--- src/hdl/kbt_pkg.sv ---
// ----------------------------------------------------------------------------
// Keyed block transposition package
// Shared widths, register indexes, character constants and the command and
// status structures that pass between the controller and the datapath.
// ----------------------------------------------------------------------------
package kbt_pkg;

  localparam int unsigned CHAR_W            = 8;
  localparam int unsigned LEN_W             = 4;
  localparam int unsigned PERM_ENTRIES      = 8;
  localparam int unsigned PERM_ENTRY_W      = 3;
  localparam int unsigned PERM_W            = PERM_ENTRIES * PERM_ENTRY_W;
  localparam int unsigned CFG_IDX_W         = 2;
  localparam int unsigned CFG_DATA_W        = 24;
  localparam int unsigned MAX_BLOCK_DEFAULT = 8;

  // Configuration register indexes.
  localparam logic [CFG_IDX_W-1:0] CFG_BLOCK_LEN    = 2'd0;
  localparam logic [CFG_IDX_W-1:0] CFG_PERM_TABLE   = 2'd1;
  localparam logic [CFG_IDX_W-1:0] CFG_DECRYPT_MODE = 2'd2;

  // Register values after reset.
  localparam int unsigned           BLOCK_LEN_RESET  = 8;
  localparam logic [PERM_W-1:0]     PERM_TABLE_RESET = 24'd16434824;
  localparam logic                  DECRYPT_RESET    = 1'b0;

  localparam logic [CHAR_W-1:0] PAD_CHAR = 8'h58;
  localparam logic [CHAR_W-1:0] SEP_CHAR = 8'h20;
  localparam logic [CHAR_W-1:0] TAB_CHAR = 8'h09;
  localparam logic [CHAR_W-1:0] CR_CHAR  = 8'h0D;
  localparam logic [CHAR_W-1:0] LC_A     = 8'h61;
  localparam logic [CHAR_W-1:0] LC_Z     = 8'h7A;
  localparam logic [CHAR_W-1:0] CASE_OFS = 8'h20;

  // Source of the character loaded into the output register.
  typedef enum logic [1:0] {
    SRC_WS,
    SRC_SEP,
    SRC_PERM,
    SRC_NONE
  } src_e;

  typedef struct packed {
    logic                    accept;
    logic                    emit;
    src_e                    src;
    logic [PERM_ENTRY_W-1:0] pos;
    logic                    last;
    logic                    done;
    logic                    flush_end;
    logic                    msg_end;
  } cmd_t;

  typedef struct packed {
    logic             emit_ws;
    logic             will_flush;
    logic             need_sep;
    logic             eot;
    logic             out_free;
    logic [LEN_W-1:0] len;
  } status_t;

endpackage

--- src/hdl/kbt_if.sv ---
// ----------------------------------------------------------------------------
// Keyed block transposition channel interfaces
// Text input, result output and configuration write channels.
// ----------------------------------------------------------------------------
interface kbt_in_if import kbt_pkg::*; ();
  logic              valid;
  logic              ready;
  logic [CHAR_W-1:0] char_in;
  logic              end_of_text;

  modport source (output valid, char_in, end_of_text, input ready);
  modport sink   (input valid, char_in, end_of_text, output ready);
endinterface

interface kbt_out_if import kbt_pkg::*; ();
  logic              valid;
  logic              ready;
  logic [CHAR_W-1:0] char_out;
  logic              last_of_run;
  logic              message_done;
  logic              no_char;

  modport source (output valid, char_out, last_of_run, message_done, no_char, input ready);
  modport sink   (input valid, char_out, last_of_run, message_done, no_char, output ready);
endinterface

interface kbt_cfg_if import kbt_pkg::*; ();
  logic                  valid;
  logic                  ready;
  logic [CFG_IDX_W-1:0]  index;
  logic [CFG_DATA_W-1:0] data;

  modport source (output valid, index, data, input ready);
  modport sink   (input valid, index, data, output ready);
endinterface

--- src/hdl/kbt_datapath.sv ---
// ----------------------------------------------------------------------------
// Keyed block transposition datapath
// Configuration registers, block buffer, fill state, permutation lookup and
// the output register.
// ----------------------------------------------------------------------------
module kbt_datapath import kbt_pkg::*; #(
  parameter int unsigned MaxBlock = MAX_BLOCK_DEFAULT
) (
  input  logic         clk_i,
  input  logic         rst_ni,
  kbt_in_if.sink       in_i,
  kbt_out_if.source    out_o,
  kbt_cfg_if.sink      cfg_i,
  input  cmd_t         cmd_i,
  output status_t      status_o
);

  localparam int unsigned CapLen   = (MaxBlock < PERM_ENTRIES) ? MaxBlock : PERM_ENTRIES;
  localparam int unsigned IdxW     = $clog2(CapLen);
  localparam int unsigned LenReset = (BLOCK_LEN_RESET > CapLen) ? CapLen : BLOCK_LEN_RESET;

  logic [LEN_W-1:0]  len_q;
  logic [PERM_W-1:0] perm_q;
  logic              decrypt_q;
  logic [LEN_W-1:0]  fill_q, fill_d;
  logic              first_sent_q;
  logic [CHAR_W-1:0] buf_q [CapLen];
  logic [CHAR_W-1:0] ws_char_q;

  logic              out_valid_q;
  logic [CHAR_W-1:0] out_char_q;
  logic              out_last_q, out_done_q, out_none_q;

  logic              in_ws;
  logic [CHAR_W-1:0] norm_char;
  logic [LEN_W-1:0]  wr_idx;
  logic [LEN_W-1:0]  cfg_len;
  logic [CHAR_W-1:0] perm_char;

  assign cfg_i.ready = 1'b1;

  // Whitespace test and upper-casing of the incoming byte.
  assign in_ws = (in_i.char_in == SEP_CHAR) ||
                 ((in_i.char_in >= TAB_CHAR) && (in_i.char_in <= CR_CHAR));

  always_comb begin
    norm_char = in_i.char_in;
    if (!decrypt_q && (in_i.char_in >= LC_A) && (in_i.char_in <= LC_Z)) begin
      norm_char = in_i.char_in - CASE_OFS;
    end
  end

  // A shrunk block length makes the new character overwrite the last slot.
  assign wr_idx = (fill_q >= len_q) ? (len_q - LEN_W'(1)) : fill_q;
  assign fill_d = wr_idx + LEN_W'(1);

  always_comb begin
    cfg_len = cfg_i.data[LEN_W-1:0];
    if (cfg_len == '0) begin
      cfg_len = LEN_W'(1);
    end else if (cfg_len > LEN_W'(CapLen)) begin
      cfg_len = LEN_W'(CapLen);
    end
  end

  // Character for output position pos of the current block. Slots at or
  // above the fill count are pad characters of a message's final block.
  always_comb begin
    logic [PERM_ENTRY_W-1:0] p;
    logic                    hit;
    logic [IdxW-1:0]         hit_idx;
    p         = perm_q[cmd_i.pos*PERM_ENTRY_W +: PERM_ENTRY_W];
    hit       = 1'b0;
    hit_idx   = '0;
    perm_char = PAD_CHAR;
    if (decrypt_q) begin
      // The highest-numbered entry naming this position wins.
      for (int i = 0; i < CapLen; i++) begin
        if ((LEN_W'(i) < len_q) &&
            (perm_q[i*PERM_ENTRY_W +: PERM_ENTRY_W] == cmd_i.pos)) begin
          hit     = 1'b1;
          hit_idx = IdxW'(i);
        end
      end
      if (hit && (LEN_W'(hit_idx) < fill_q)) begin
        perm_char = buf_q[hit_idx];
      end
    end else begin
      if ((LEN_W'(p) < len_q) && (LEN_W'(p) < fill_q)) begin
        perm_char = buf_q[p[IdxW-1:0]];
      end
    end
  end

  // Control state.
  always_ff @(posedge clk_i or negedge rst_ni) begin
    if (!rst_ni) begin
      len_q        <= LEN_W'(LenReset);
      perm_q       <= PERM_TABLE_RESET;
      decrypt_q    <= DECRYPT_RESET;
      fill_q       <= '0;
      first_sent_q <= 1'b0;
      out_valid_q  <= 1'b0;
    end else begin
      if (cfg_i.valid) begin
        unique case (cfg_i.index)
          CFG_BLOCK_LEN:    len_q     <= cfg_len;
          CFG_PERM_TABLE:   perm_q    <= cfg_i.data[PERM_W-1:0];
          CFG_DECRYPT_MODE: decrypt_q <= cfg_i.data[0];
          default: ;
        endcase
      end
      if (cmd_i.accept && !in_ws) begin
        fill_q <= fill_d;
      end else if (cmd_i.emit && (cmd_i.flush_end || cmd_i.msg_end)) begin
        fill_q <= '0;
      end
      // The end of a message clears the separator flag even when its last
      // block has just been sent.
      if (cmd_i.emit && cmd_i.msg_end) begin
        first_sent_q <= 1'b0;
      end else if (cmd_i.emit && cmd_i.flush_end && !decrypt_q) begin
        first_sent_q <= 1'b1;
      end
      if (cmd_i.emit) begin
        out_valid_q <= 1'b1;
      end else if (out_o.ready) begin
        out_valid_q <= 1'b0;
      end
    end
  end

  // Payload storage.
  always_ff @(posedge clk_i) begin
    if (cmd_i.accept) begin
      ws_char_q <= in_i.char_in;
      if (!in_ws) begin
        buf_q[wr_idx[IdxW-1:0]] <= norm_char;
      end
    end
    if (cmd_i.emit) begin
      out_last_q <= cmd_i.last;
      out_done_q <= cmd_i.done;
      out_none_q <= (cmd_i.src == SRC_NONE);
      unique case (cmd_i.src)
        SRC_WS:   out_char_q <= ws_char_q;
        SRC_SEP:  out_char_q <= SEP_CHAR;
        SRC_PERM: out_char_q <= perm_char;
        SRC_NONE: out_char_q <= '0;
        default:  out_char_q <= '0;
      endcase
    end
  end

  assign out_o.valid        = out_valid_q;
  assign out_o.char_out     = out_char_q;
  assign out_o.last_of_run  = out_last_q;
  assign out_o.message_done = out_done_q;
  assign out_o.no_char      = out_none_q;

  assign status_o.emit_ws    = in_ws && decrypt_q;
  assign status_o.will_flush = in_ws ? (in_i.end_of_text && (fill_q != '0))
                                     : ((fill_d >= len_q) || in_i.end_of_text);
  assign status_o.need_sep   = !decrypt_q && first_sent_q;
  assign status_o.eot        = in_i.end_of_text;
  assign status_o.out_free   = !out_valid_q || out_o.ready;
  assign status_o.len        = len_q;

endmodule

--- src/hdl/kbt_ctrl.sv ---
// ----------------------------------------------------------------------------
// Keyed block transposition controller
// Sequences the results of one accepted byte: a passed-through whitespace
// byte, a block separator, the permuted block and the end marker.
// ----------------------------------------------------------------------------
module kbt_ctrl import kbt_pkg::*; (
  input  logic    clk_i,
  input  logic    rst_ni,
  input  logic    in_valid_i,
  output logic    in_ready_o,
  input  status_t status_i,
  output cmd_t    cmd_o
);

  localparam logic [2:0] ST_IDLE   = 3'd0;
  localparam logic [2:0] ST_WS     = 3'd1;
  localparam logic [2:0] ST_SEP    = 3'd2;
  localparam logic [2:0] ST_PERM   = 3'd3;
  localparam logic [2:0] ST_NOCHAR = 3'd4;

  logic [2:0]              state_q, state_d;
  logic [PERM_ENTRY_W-1:0] pos_q, pos_d;
  logic                    flush_q, flush_d;
  logic                    sep_q, sep_d;
  logic                    eot_q, eot_d;
  logic                    pos_last;

  assign in_ready_o = (state_q == ST_IDLE);
  assign pos_last   = ((LEN_W'(pos_q) + LEN_W'(1)) == status_i.len);

  always_comb begin
    state_d = state_q;
    pos_d   = pos_q;
    flush_d = flush_q;
    sep_d   = sep_q;
    eot_d   = eot_q;
    cmd_o   = '{accept: 1'b0, emit: 1'b0, src: SRC_NONE, pos: pos_q, last: 1'b0,
                done: 1'b0, flush_end: 1'b0, msg_end: 1'b0};
    unique case (state_q)
      ST_IDLE: begin
        if (in_valid_i) begin
          cmd_o.accept = 1'b1;
          flush_d      = status_i.will_flush;
          sep_d        = status_i.need_sep;
          eot_d        = status_i.eot;
          pos_d        = '0;
          if (status_i.emit_ws) begin
            state_d = ST_WS;
          end else if (status_i.will_flush) begin
            state_d = status_i.need_sep ? ST_SEP : ST_PERM;
          end else if (status_i.eot) begin
            state_d = ST_NOCHAR;
          end
        end
      end
      ST_WS: begin
        if (status_i.out_free) begin
          cmd_o.emit    = 1'b1;
          cmd_o.src     = SRC_WS;
          cmd_o.last    = !flush_q;
          cmd_o.done    = eot_q && !flush_q;
          cmd_o.msg_end = eot_q && !flush_q;
          if (flush_q) begin
            state_d = sep_q ? ST_SEP : ST_PERM;
          end else begin
            state_d = ST_IDLE;
          end
        end
      end
      ST_SEP: begin
        if (status_i.out_free) begin
          cmd_o.emit = 1'b1;
          cmd_o.src  = SRC_SEP;
          state_d    = ST_PERM;
        end
      end
      ST_PERM: begin
        if (status_i.out_free) begin
          cmd_o.emit      = 1'b1;
          cmd_o.src       = SRC_PERM;
          cmd_o.last      = pos_last;
          cmd_o.done      = pos_last && eot_q;
          cmd_o.flush_end = pos_last;
          cmd_o.msg_end   = pos_last && eot_q;
          pos_d           = pos_q + PERM_ENTRY_W'(1);
          if (pos_last) begin
            state_d = ST_IDLE;
          end
        end
      end
      ST_NOCHAR: begin
        if (status_i.out_free) begin
          cmd_o.emit    = 1'b1;
          cmd_o.src     = SRC_NONE;
          cmd_o.last    = 1'b1;
          cmd_o.done    = 1'b1;
          cmd_o.msg_end = 1'b1;
          state_d       = ST_IDLE;
        end
      end
      default: begin
        state_d = ST_IDLE;
      end
    endcase
  end

  always_ff @(posedge clk_i or negedge rst_ni) begin
    if (!rst_ni) begin
      state_q <= ST_IDLE;
      pos_q   <= '0;
      flush_q <= 1'b0;
      sep_q   <= 1'b0;
      eot_q   <= 1'b0;
    end else begin
      state_q <= state_d;
      pos_q   <= pos_d;
      flush_q <= flush_d;
      sep_q   <= sep_d;
      eot_q   <= eot_d;
    end
  end

endmodule

--- src/hdl/keyed_block_transposition_top.sv ---
// ----------------------------------------------------------------------------
// Keyed block transposition top level
// Byte-serial keyed columnar transposition with encrypt grouping and decrypt
// inverse permutation.
// ----------------------------------------------------------------------------
// The block takes one text byte per request on in_i and returns result
// requests on out_o. In encrypt mode whitespace is dropped, lower-case
// letters are made upper case and characters gather into a block of
// block_len; a full block leaves permuted, output position j carrying block
// entry perm[j], and every block after the first of a message is preceded by
// a space. In decrypt mode whitespace is passed straight through and output
// position perm[j] takes block entry j, a position that no entry names giving
// 'X'. On end of text a partial block is padded with 'X' and sent, and if
// nothing at all is sent for that byte a single result with no_char set marks
// the end of the message. A byte is taken only while the block is idle, and
// no new byte is taken until every result of the last one has been loaded
// into the output register, one result per cycle while out_o is ready: the
// controller walks the block one output position per cycle through a single
// output register. A finished result waits in the output register until the
// consumer takes it and the controller stalls meanwhile; while out_o is ready
// a new result is loaded in the same cycle that the previous one leaves.
// Configuration writes on cfg_i are always accepted and must only be made
// while no message byte is being processed.
module keyed_block_transposition_top import kbt_pkg::*; #(
  parameter int unsigned MaxBlock = MAX_BLOCK_DEFAULT
) (
  input  logic      clk_i,
  input  logic      rst_ni,
  kbt_in_if.sink    in_i,
  kbt_out_if.source out_o,
  kbt_cfg_if.sink   cfg_i
);

  cmd_t    cmd;
  status_t status;
  logic    in_ready;

  // The controller owns the input handshake; the datapath sees only the
  // payload and the commands derived from it.
  assign in_i.ready = in_ready;

  kbt_ctrl u_ctrl (
    .clk_i      (clk_i),
    .rst_ni     (rst_ni),
    .in_valid_i (in_i.valid),
    .in_ready_o (in_ready),
    .status_i   (status),
    .cmd_o      (cmd)
  );

  kbt_datapath #(
    .MaxBlock (MaxBlock)
  ) u_datapath (
    .clk_i    (clk_i),
    .rst_ni   (rst_ni),
    .in_i     (in_i),
    .out_o    (out_o),
    .cfg_i    (cfg_i),
    .cmd_i    (cmd),
    .status_o (status)
  );

endmodule

--- src/flat_wrapper.sv ---
// flat-port wrapper written by rule: the top's interface ports become plain ports
module keyed_block_transposition_top_flat import kbt_pkg::*;
#(
  parameter int unsigned MaxBlock = MAX_BLOCK_DEFAULT
)
  (clk_i, rst_ni, in_i_valid, in_i_char_in, in_i_end_of_text, in_i_ready, out_o_valid, out_o_char_out, out_o_last_of_run, out_o_message_done, out_o_no_char, out_o_ready, cfg_i_valid, cfg_i_index, cfg_i_data, cfg_i_ready);
  kbt_in_if in_i_i ();
  kbt_out_if out_o_i ();
  kbt_cfg_if cfg_i_i ();
  input  logic clk_i;
  input  logic rst_ni;
  input wire logic [$bits(in_i_i.valid)-1:0] in_i_valid;
  input wire logic [$bits(in_i_i.char_in)-1:0] in_i_char_in;
  input wire logic [$bits(in_i_i.end_of_text)-1:0] in_i_end_of_text;
  output wire logic [$bits(in_i_i.ready)-1:0] in_i_ready;
  output wire logic [$bits(out_o_i.valid)-1:0] out_o_valid;
  output wire logic [$bits(out_o_i.char_out)-1:0] out_o_char_out;
  output wire logic [$bits(out_o_i.last_of_run)-1:0] out_o_last_of_run;
  output wire logic [$bits(out_o_i.message_done)-1:0] out_o_message_done;
  output wire logic [$bits(out_o_i.no_char)-1:0] out_o_no_char;
  input wire logic [$bits(out_o_i.ready)-1:0] out_o_ready;
  input wire logic [$bits(cfg_i_i.valid)-1:0] cfg_i_valid;
  input wire logic [$bits(cfg_i_i.index)-1:0] cfg_i_index;
  input wire logic [$bits(cfg_i_i.data)-1:0] cfg_i_data;
  output wire logic [$bits(cfg_i_i.ready)-1:0] cfg_i_ready;
  assign in_i_i.valid = in_i_valid;
  assign in_i_i.char_in = in_i_char_in;
  assign in_i_i.end_of_text = in_i_end_of_text;
  assign in_i_ready = in_i_i.ready;
  assign out_o_valid = out_o_i.valid;
  assign out_o_char_out = out_o_i.char_out;
  assign out_o_last_of_run = out_o_i.last_of_run;
  assign out_o_message_done = out_o_i.message_done;
  assign out_o_no_char = out_o_i.no_char;
  assign out_o_i.ready = out_o_ready;
  assign cfg_i_i.valid = cfg_i_valid;
  assign cfg_i_i.index = cfg_i_index;
  assign cfg_i_i.data = cfg_i_data;
  assign cfg_i_ready = cfg_i_i.ready;
  keyed_block_transposition_top #(.MaxBlock(MaxBlock)) u_core (.clk_i(clk_i), .rst_ni(rst_ni), .in_i(in_i_i), .out_o(out_o_i), .cfg_i(cfg_i_i));
endmodule
--- config.mk ---
export PLATFORM = sky130hd
export DESIGN_NAME = keyed_block_transposition_top_flat
export DESIGN_NICKNAME = d
export VERILOG_FILES = /design/src/hdl/kbt_pkg.sv /design/src/hdl/kbt_if.sv /design/src/hdl/kbt_datapath.sv /design/src/hdl/kbt_ctrl.sv /design/src/hdl/keyed_block_transposition_top.sv /design/src/flat_wrapper.sv
export SDC_FILE = /design/constraint.sdc
export NUM_CORES = 1
export LEC_CHECK = 0
export ABC_CLOCK_PERIOD_IN_PS = 5900
export CORE_AREA = 2 2 97 192
export CTS_CLUSTER_DIAMETER = 30
export DETAILED_ROUTE_END_ITERATION = 6
export DIE_AREA = 0 0 99 194
export DONT_BUFFER_PORTS = 1
export SKIP_LAST_GASP = 1
export SYNTH_ARGS = -nofsm -noshare
export SYNTH_HDL_FRONTEND = slang
export SYNTH_SLANG_ARGS = --single-unit
--- constraint.sdc ---
create_clock -name clk_i -period 5.9 [get_ports clk_i]
set_input_delay 1.18 -clock clk_i [delete_from_list [all_inputs] [get_ports clk_i]]
set_output_delay 1.18 -clock clk_i [all_outputs]
set_load 0.02 [all_outputs]
==> flow_summary.json, run 1 <==
{
  "status": "complete, no violations",
  "fmax_mhz": 212,
  "rr_worst_depth": 12,
  "p_seq_share_pct": 33.8,
  "ys.flop_type": "edfxtp_1",
  "critPathKind": "reg -> reg",
  "hold_buffers": 0,
  "grt_use_total_pct": 20.2,
  "slew_headroom_pct": 23.1,
  "clock_latency_ps": 410,
  "clk_pin_slew_worst_paths_ps": 60,
  "dpl-instance-area_sq_mm": 0.00709,
  "cts.repair.resized": 0,
  "hp-class": "in -> async",
  "postSynthNetCount": 643,
  "hold_violations": 0,
  "grt_pass1_wl_um": 28500,
  "ys_top_cells_by_count": "83 x edfxtp_1, 83 x nand2_1, 31 x dfrtp_1",
  "ys_seq_area_share_pct": 52.0,
  "syn_area_sq_mm": 0.00694,
  "drt-initial-drc-count": 304,
  "drive_above_1_share_pct": 17.4,
  "setup.worst_path.end_class": "flip-flop",
  "rows": 69,
  "synth-edff-count": 83,
  "final.setup.tns_ps": 0,
  "start_util_pct": 39.2,
  "r2r_slack_ps": 1170,
  "cts_tree": "built",
  "dp_hpwl_um": 14200,
  "rsz0062_at_grt": "false",
  "antenna_found_initial": 0,
  "startpoint_type": "flip-flop",
  "numCtsBuffers": 17,
  "fin_util_pct": 43.0,
  "grt_max_degree": 45,
  "fin_crit_ps": 4730,
  "synth.top_cell.area_share_pct": 35.9,
  "internal_power_mw": 2.46,
  "yosysWarnings": 0,
  "power_frac_comb_pct": 44.3,
  "stdcell_area_sq_mm": 0.00761,
  "grt_pass1_vias": 5003,
  "design.core.area_sq_mm": 0.0177,
  "r2r-end": "u_core.u_datapath.out_o.char_out[1]",
  "cap_violations": 0,
  "power.leakage_nw": 2.83,
  "place_inst": 772,
  "routedWlPerCell_um": 23.5,
  "nNetsFinal": 639,
  "vias_per_cell": 5.90,
  "htreeDepth": 4,
  "vias": 4746,
  "yosysTopAreaCell": "edfxtp_1",
  "antenna_left": 0,
  "regToRegStartpoint": "u_core.u_ctrl.pos_q[2]",
  "synthesis.instances": 582,
  "clock-sinks": 127,
  "syn_to_final_growth_pct": 9.60,
  "drt-total-wl_um": 18900,
  "clockBufferDepth": 2,
  "async_flop_share_pct": 34.6,
  "tightest_slew_ps": 1150,
  "clock_skew_ps": 9.58,
  "fin_crit_sh_pct": 80.1,
  "clockRootBuffer": "clkbuf_16",
  "fp.dieW_um": 99,
  "p_sw_mw": 1.79,
  "yosysUniqueCellTypes": 59,
  "p_clk_share_pct": 21.9,
  "final_cells": 804,
  "diodes": 0,
  "synth_seq_cells": 127,
  "ioPinCount": 54,
  "grt_overflow": 0,
  "synth_area_leaders": "edfxtp_1 36%, dfrtp_1 11%, mux4_2 5.8%",
  "syn_avg_cell_area_sq_um": 11.9,
  "die_area_sq_mm": 0.0192,
  "crit_arrival_ps": 5000,
  "drtPass1Iterations": 5,
  "ir_drop_uv": 275,
  "sw_frac_of_total_pct": 42.1,
  "maxSlewViolCount": 0,
  "power.density_mw_per_mm2": 558,
  "post-route-drc-count": 0,
  "post_cts_buffers": 0,
  "worstPathMaxFanout": 20,
  "gp_congestion": 0.888,
  "die_y_um": 194,
  "port_buffers": 0,
  "cp_data_required_time_ps": 6170,
  "setup_viol": 0
}
[flip-flops by register name, summed over array words and instances, names as in the netlist, 3 cells and up]
| signal | flops |
|---|---|
| u_core.u_datapath.fill_q | 4 |
| u_core.u_datapath.len_q | 4 |
| u_core.u_ctrl.state_q | 3 |
| u_core.u_datapath.perm_q | 24 |
| u_core.u_ctrl.pos_q | 3 |
| u_core.u_datapath.ws_char_q | 8 |
| u_core.u_datapath.out_o.char_out | 8 |
| u_core.u_datapath.buf_q | 64 |
[placed cells by master (no fill, tap or decap), types with 5 or more instances in the layout]
| master | instances |
|---|---|
| nand2_1 | 83 |
| and2_1 | 6 |
| inv_1 | 21 |
| clkbuf_16 | 17 |
| a32oi_1 | 8 |
| a22o_1 | 5 |
| dfrtp_1 | 31 |
| nand4_1 | 11 |
| xor2_1 | 18 |
| a21oi_1 | 18 |
| nand2b_1 | 9 |
| xnor2_1 | 14 |
| ha_1 | 21 |
| mux2i_1 | 20 |
| nor4_1 | 5 |
| o21ai_0 | 19 |
| nor2_1 | 28 |
| a21o_1 | 5 |
| dfstp_2 | 13 |
| clkinvlp_4 | 6 |
| mux2_2 | 28 |
| mux4_2 | 18 |
| edfxtp_1 | 83 |
| nand3_1 | 9 |
| nor3_1 | 10 |
| a22oi_1 | 9 |
[cell type report]
cell class	instances	area, sq um
fill	1633	10100
multi-input combinational	405	3090
timing repair buffer	4	30.0
clock buffer	18	429
sequential	127	3610
inverter	23	88.8
clock inverter	14	95.1
tap	213	267
[stage by stage]
stage	hold WS, ps	total power, mW	setup WS [ps]
floorplan	451	2.80	2220
global placement	484	3.28	1170
detailed placement	493	3.33	1200
CTS	442	4.26	1180
global route	440	4.49	877
finish	461	4.25	1170
[cell families (layout without fill, tap and decap cells)]
group	Yosys count	count (layout)	share of synthesized area, %
adder cells (fa/ha/maj)	21	21	3.78
flip-flops	127	127	52.0
buffers and inverters	50	59	3.55
AO/OA/AOI/OAI	97	97	9.59
multiplexers	70	70	14.5
AND/OR/NAND/NOR	184	184	12.5
XOR/XNOR	32	32	4.04
other	1	1	0.0540
[how the worst max path moves through the flow]
stage,start,end,cells past startpoint
2_1_floorplan,u_core.u_datapath.len_q[0],u_core.u_ctrl.state_q[1],17
3_3_place_gp,u_core.u_ctrl.pos_q[2],u_core.u_datapath.out_o.char_out[7],12
3_5_place_dp,u_core.u_ctrl.pos_q[2],u_core.u_datapath.out_o.char_out[1],12
4_1_cts,u_core.u_ctrl.pos_q[2],u_core.u_datapath.out_o.char_out[7],12
5_1_grt,u_core.u_ctrl.pos_q[2],u_core.u_datapath.out_o.char_out[7],12
6_report,u_core.u_ctrl.pos_q[2],u_core.u_datapath.out_o.char_out[1],12
[power by group through the flow]
stage | Clock (mW) | Combinational, mW | Sequential, mW
after global placement | 0 | 1.84 | 1.44
after CTS | 0.941 | 1.89 | 1.44
final | 0.929 | 1.88 | 1.44
after global routing | 0.979 | 2.05 | 1.46
after detailed placement | 0 | 1.88 | 1.45
after floorplan | 0 | 1.48 | 1.33
[metal layers]
| metal | track usage (%) | wire length [um] |
|---|---|---|
| met1 | 18.2 | 5850 |
| met2 | 37.8 | 10800 |
| met3 | 4.40 | 820 |
| met4 | 14.7 | 1420 |
| met5 | 0 | 0 |
[critical path, stage by stage (launching register included)]
cell and delay (ps):
dfrtp_1 850, xor2_1 190, or4_1 560, o211ai_1 150
and2_1 780, inv_2 80, ha_1 310, o211ai_1 210
a41oi_1 60, or3_1 540, nor2_1 380, nand4_1 320
nand2_1 160
No activity file was read; power rests on OpenSTA's default activity.
==> run 2, diff against run 1 <==
--- a/config.mk
+++ b/config.mk
@@ -5,7 +5,7 @@
 export SDC_FILE = /design/constraint.sdc
 export NUM_CORES = 1
 export LEC_CHECK = 0
-export ABC_CLOCK_PERIOD_IN_PS = 5900
+export ABC_CLOCK_PERIOD_IN_PS = 4700
 export CORE_AREA = 2 2 97 192
 export CTS_CLUSTER_DIAMETER = 30
 export DETAILED_ROUTE_END_ITERATION = 6
==> constraint.sdc (replaced) <==
create_clock -name clk_i -period 4.7 [get_ports clk_i]
set_input_delay 0.94 -clock clk_i [delete_from_list [all_inputs] [get_ports clk_i]]
set_output_delay 0.94 -clock clk_i [all_outputs]
set_load 0.02 [all_outputs]
==> flow_summary.json, run 2 (synthesis gave the netlist of run 1 again) <==
{
  "drive_above_1_share_pct": 19.2,
  "post_cts_buffers": 0,
  "rows": 69,
  "fmax_mhz": 238,
  "clockRootBuffer": "clkbuf_16",
  "tightest_slew_ps": 1120,
  "drt-total-wl_um": 19200,
  "rr_worst_depth": 17,
  "place_ws_ps": 568,
  "cp_data_required_time_ps": 5010,
  "ioPinCount": 54,
  "place_inst": 785,
  "grt_pass1_wl_um": 29400,
  "post-route-drc-count": 0,
  "nNetsFinal": 652,
  "fin_crit_sh_pct": 89.4,
  "startpoint_type": "flip-flop",
  "slew_headroom_pct": 24.8,
  "grt_use_total_pct": 20.5,
  "maxSlewViolCount": 0,
  "final_cells": 817,
  "start_util_pct": 39.2,
  "ir_drop_uv": 282,
  "antenna_left": 0,
  "layout_common_cells": "83 x nand2_1, 83 x edfxtp_1, 31 x dfrtp_1, 28 x nor2_1, 28 x mux2_2",
  "vias_per_cell": 6.01,
  "diodes": 0,
  "drt-initial-drc-count": 293,
  "crit_path_frequent_cell": "ha_1",
  "power.leakage_nw": 2.93,
  "antenna_found_initial": 0,
  "fin_ws_ps": 497,
  "cts.repair.resized": 0,
  "crit_chain": "ha_1, nand2b_1, a21o_1, a21o_1, a21oi_1, mux2i_1, inv_1, ha_1, xnor2_1, ha_1, nand2_1, o21ai_0, mux2i_1, a31oi_1, o21a_1, o21ai_0, a22o_1",
  "crit_arrival_ps": 4510,
  "whs_ps": 214,
  "fin_crit_ps": 4200,
  "cts_tree": "built",
  "gp_congestion": 0.865,
  "grt_max_degree": 45,
  "clk_pin_slew_worst_paths_ps": 60,
  "clock-sinks": 127,
  "r2r_slack_ps": 500,
  "clock_skew_ps": 17.0,
  "drtPass1Iterations": 6,
  "largest_register_ffs": 64,
  "setup.worst_path.end_class": "flip-flop",
  "slowest_stage": "dfrtp_1",
  "design.core.area_sq_mm": 0.0177,
  "setup_viol": 0,
  "status": "complete, no violations",
  "critPathKind": "reg -> reg",
  "syn_to_final_growth_pct": 11.6,
  "vias": 4914,
  "clock_latency_ps": 430,
  "final.setup.tns_ps": 0,
  "grt_overflow": 0,
  "htreeDepth": 4,
  "die_y_um": 194,
  "r2r-end": "u_core.u_ctrl.state_q[1]",
  "die_area_sq_mm": 0.0192,
  "slowest_delay_ps": 530,
  "hold_violations": 0,
  "hp-class": "in -> async",
  "numCtsBuffers": 17,
  "port_buffers": 0,
  "hold_buffers": 0,
  "clockBufferDepth": 2,
  "fp.dieW_um": 99,
  "regToRegStartpoint": "u_core.u_datapath.len_q[0]",
  "routedWlPerCell_um": 23.5,
  "worstPathMaxFanout": 9,
  "dp_hpwl_um": 14300,
  "grt_pass1_vias": 5185,
  "rsz0062_at_grt": "false",
  "power.density_mw_per_mm2": 707,
  "cap_violations": 0,
  "fillers": 1609
}
run 2: cell type report:
cell class | count | area [sq um] | share of cell area, %
sequential | 127 | 3610 | 46.6
multi-input combinational | 405 | 3090 | 39.9
clock buffer | 20 | 458 | 5.91
tap | 213 | 267 | 3.44
timing repair buffer | 17 | 128 | 1.65
clock inverter | 12 | 110 | 1.42
inverter | 23 | 88.8 | 1.15
run 2: layer usage:
layer / routed length, um / track usage, % / vias to the layer above / part of all wire [%]
met1: 6090 / 19.5 / 2435 / 32
met3: 895 / 3.82 / 65 / 4.7
met4: 1450 / 14.9 / 0 / 7.5
li1: - / - / 2199 / -
met5: 0 / 0 / - / 0
met2: 10800 / 37.9 / 215 / 56
run 2: worst max-delay path by stage:
stage	slack [ps]	endpoint	startpoint
floorplan	1020	u_core.u_ctrl.state_q[1]	u_core.u_datapath.len_q[0]
global placement	700	u_core.u_ctrl.state_q[1]	u_core.u_datapath.len_q[0]
detailed placement	570	u_core.u_ctrl.state_q[1]	u_core.u_datapath.fill_q[0]
CTS	530	u_core.u_ctrl.state_q[1]	u_core.u_datapath.len_q[0]
global route	140	u_core.u_ctrl.state_q[1]	u_core.u_datapath.fill_q[0]
finish	500	u_core.u_ctrl.state_q[1]	u_core.u_datapath.len_q[0]
run 2: where the power goes:
group / internal (mW) / switching, mW
Combinational: 0.980 / 1.45
Clock: 0.761 / 0.514
Sequential: 1.48 / 0.302
run 2: worst max-delay path, delay by kind of cell (launching register included):
family	cells	cell delay [ps]
compound gates	8	1750
xor+xnor	1	140
fa+ha+maj	3	810
buf+inv	1	130
flops	1	530
mux	2	550
simple gates	2	190
run 2: per-stage QoR:
stage                     total power [mW]  instance area, sq um  util [%]
final                                 5.48                  7750      43.8
after global routing                  5.80                  7750      43.8
after CTS                             5.49                  7750      43.8
after detailed placement              4.21                  7180      40.6
after global placement                4.14                  7180      40.6
after floorplan                       3.52                  6940         -
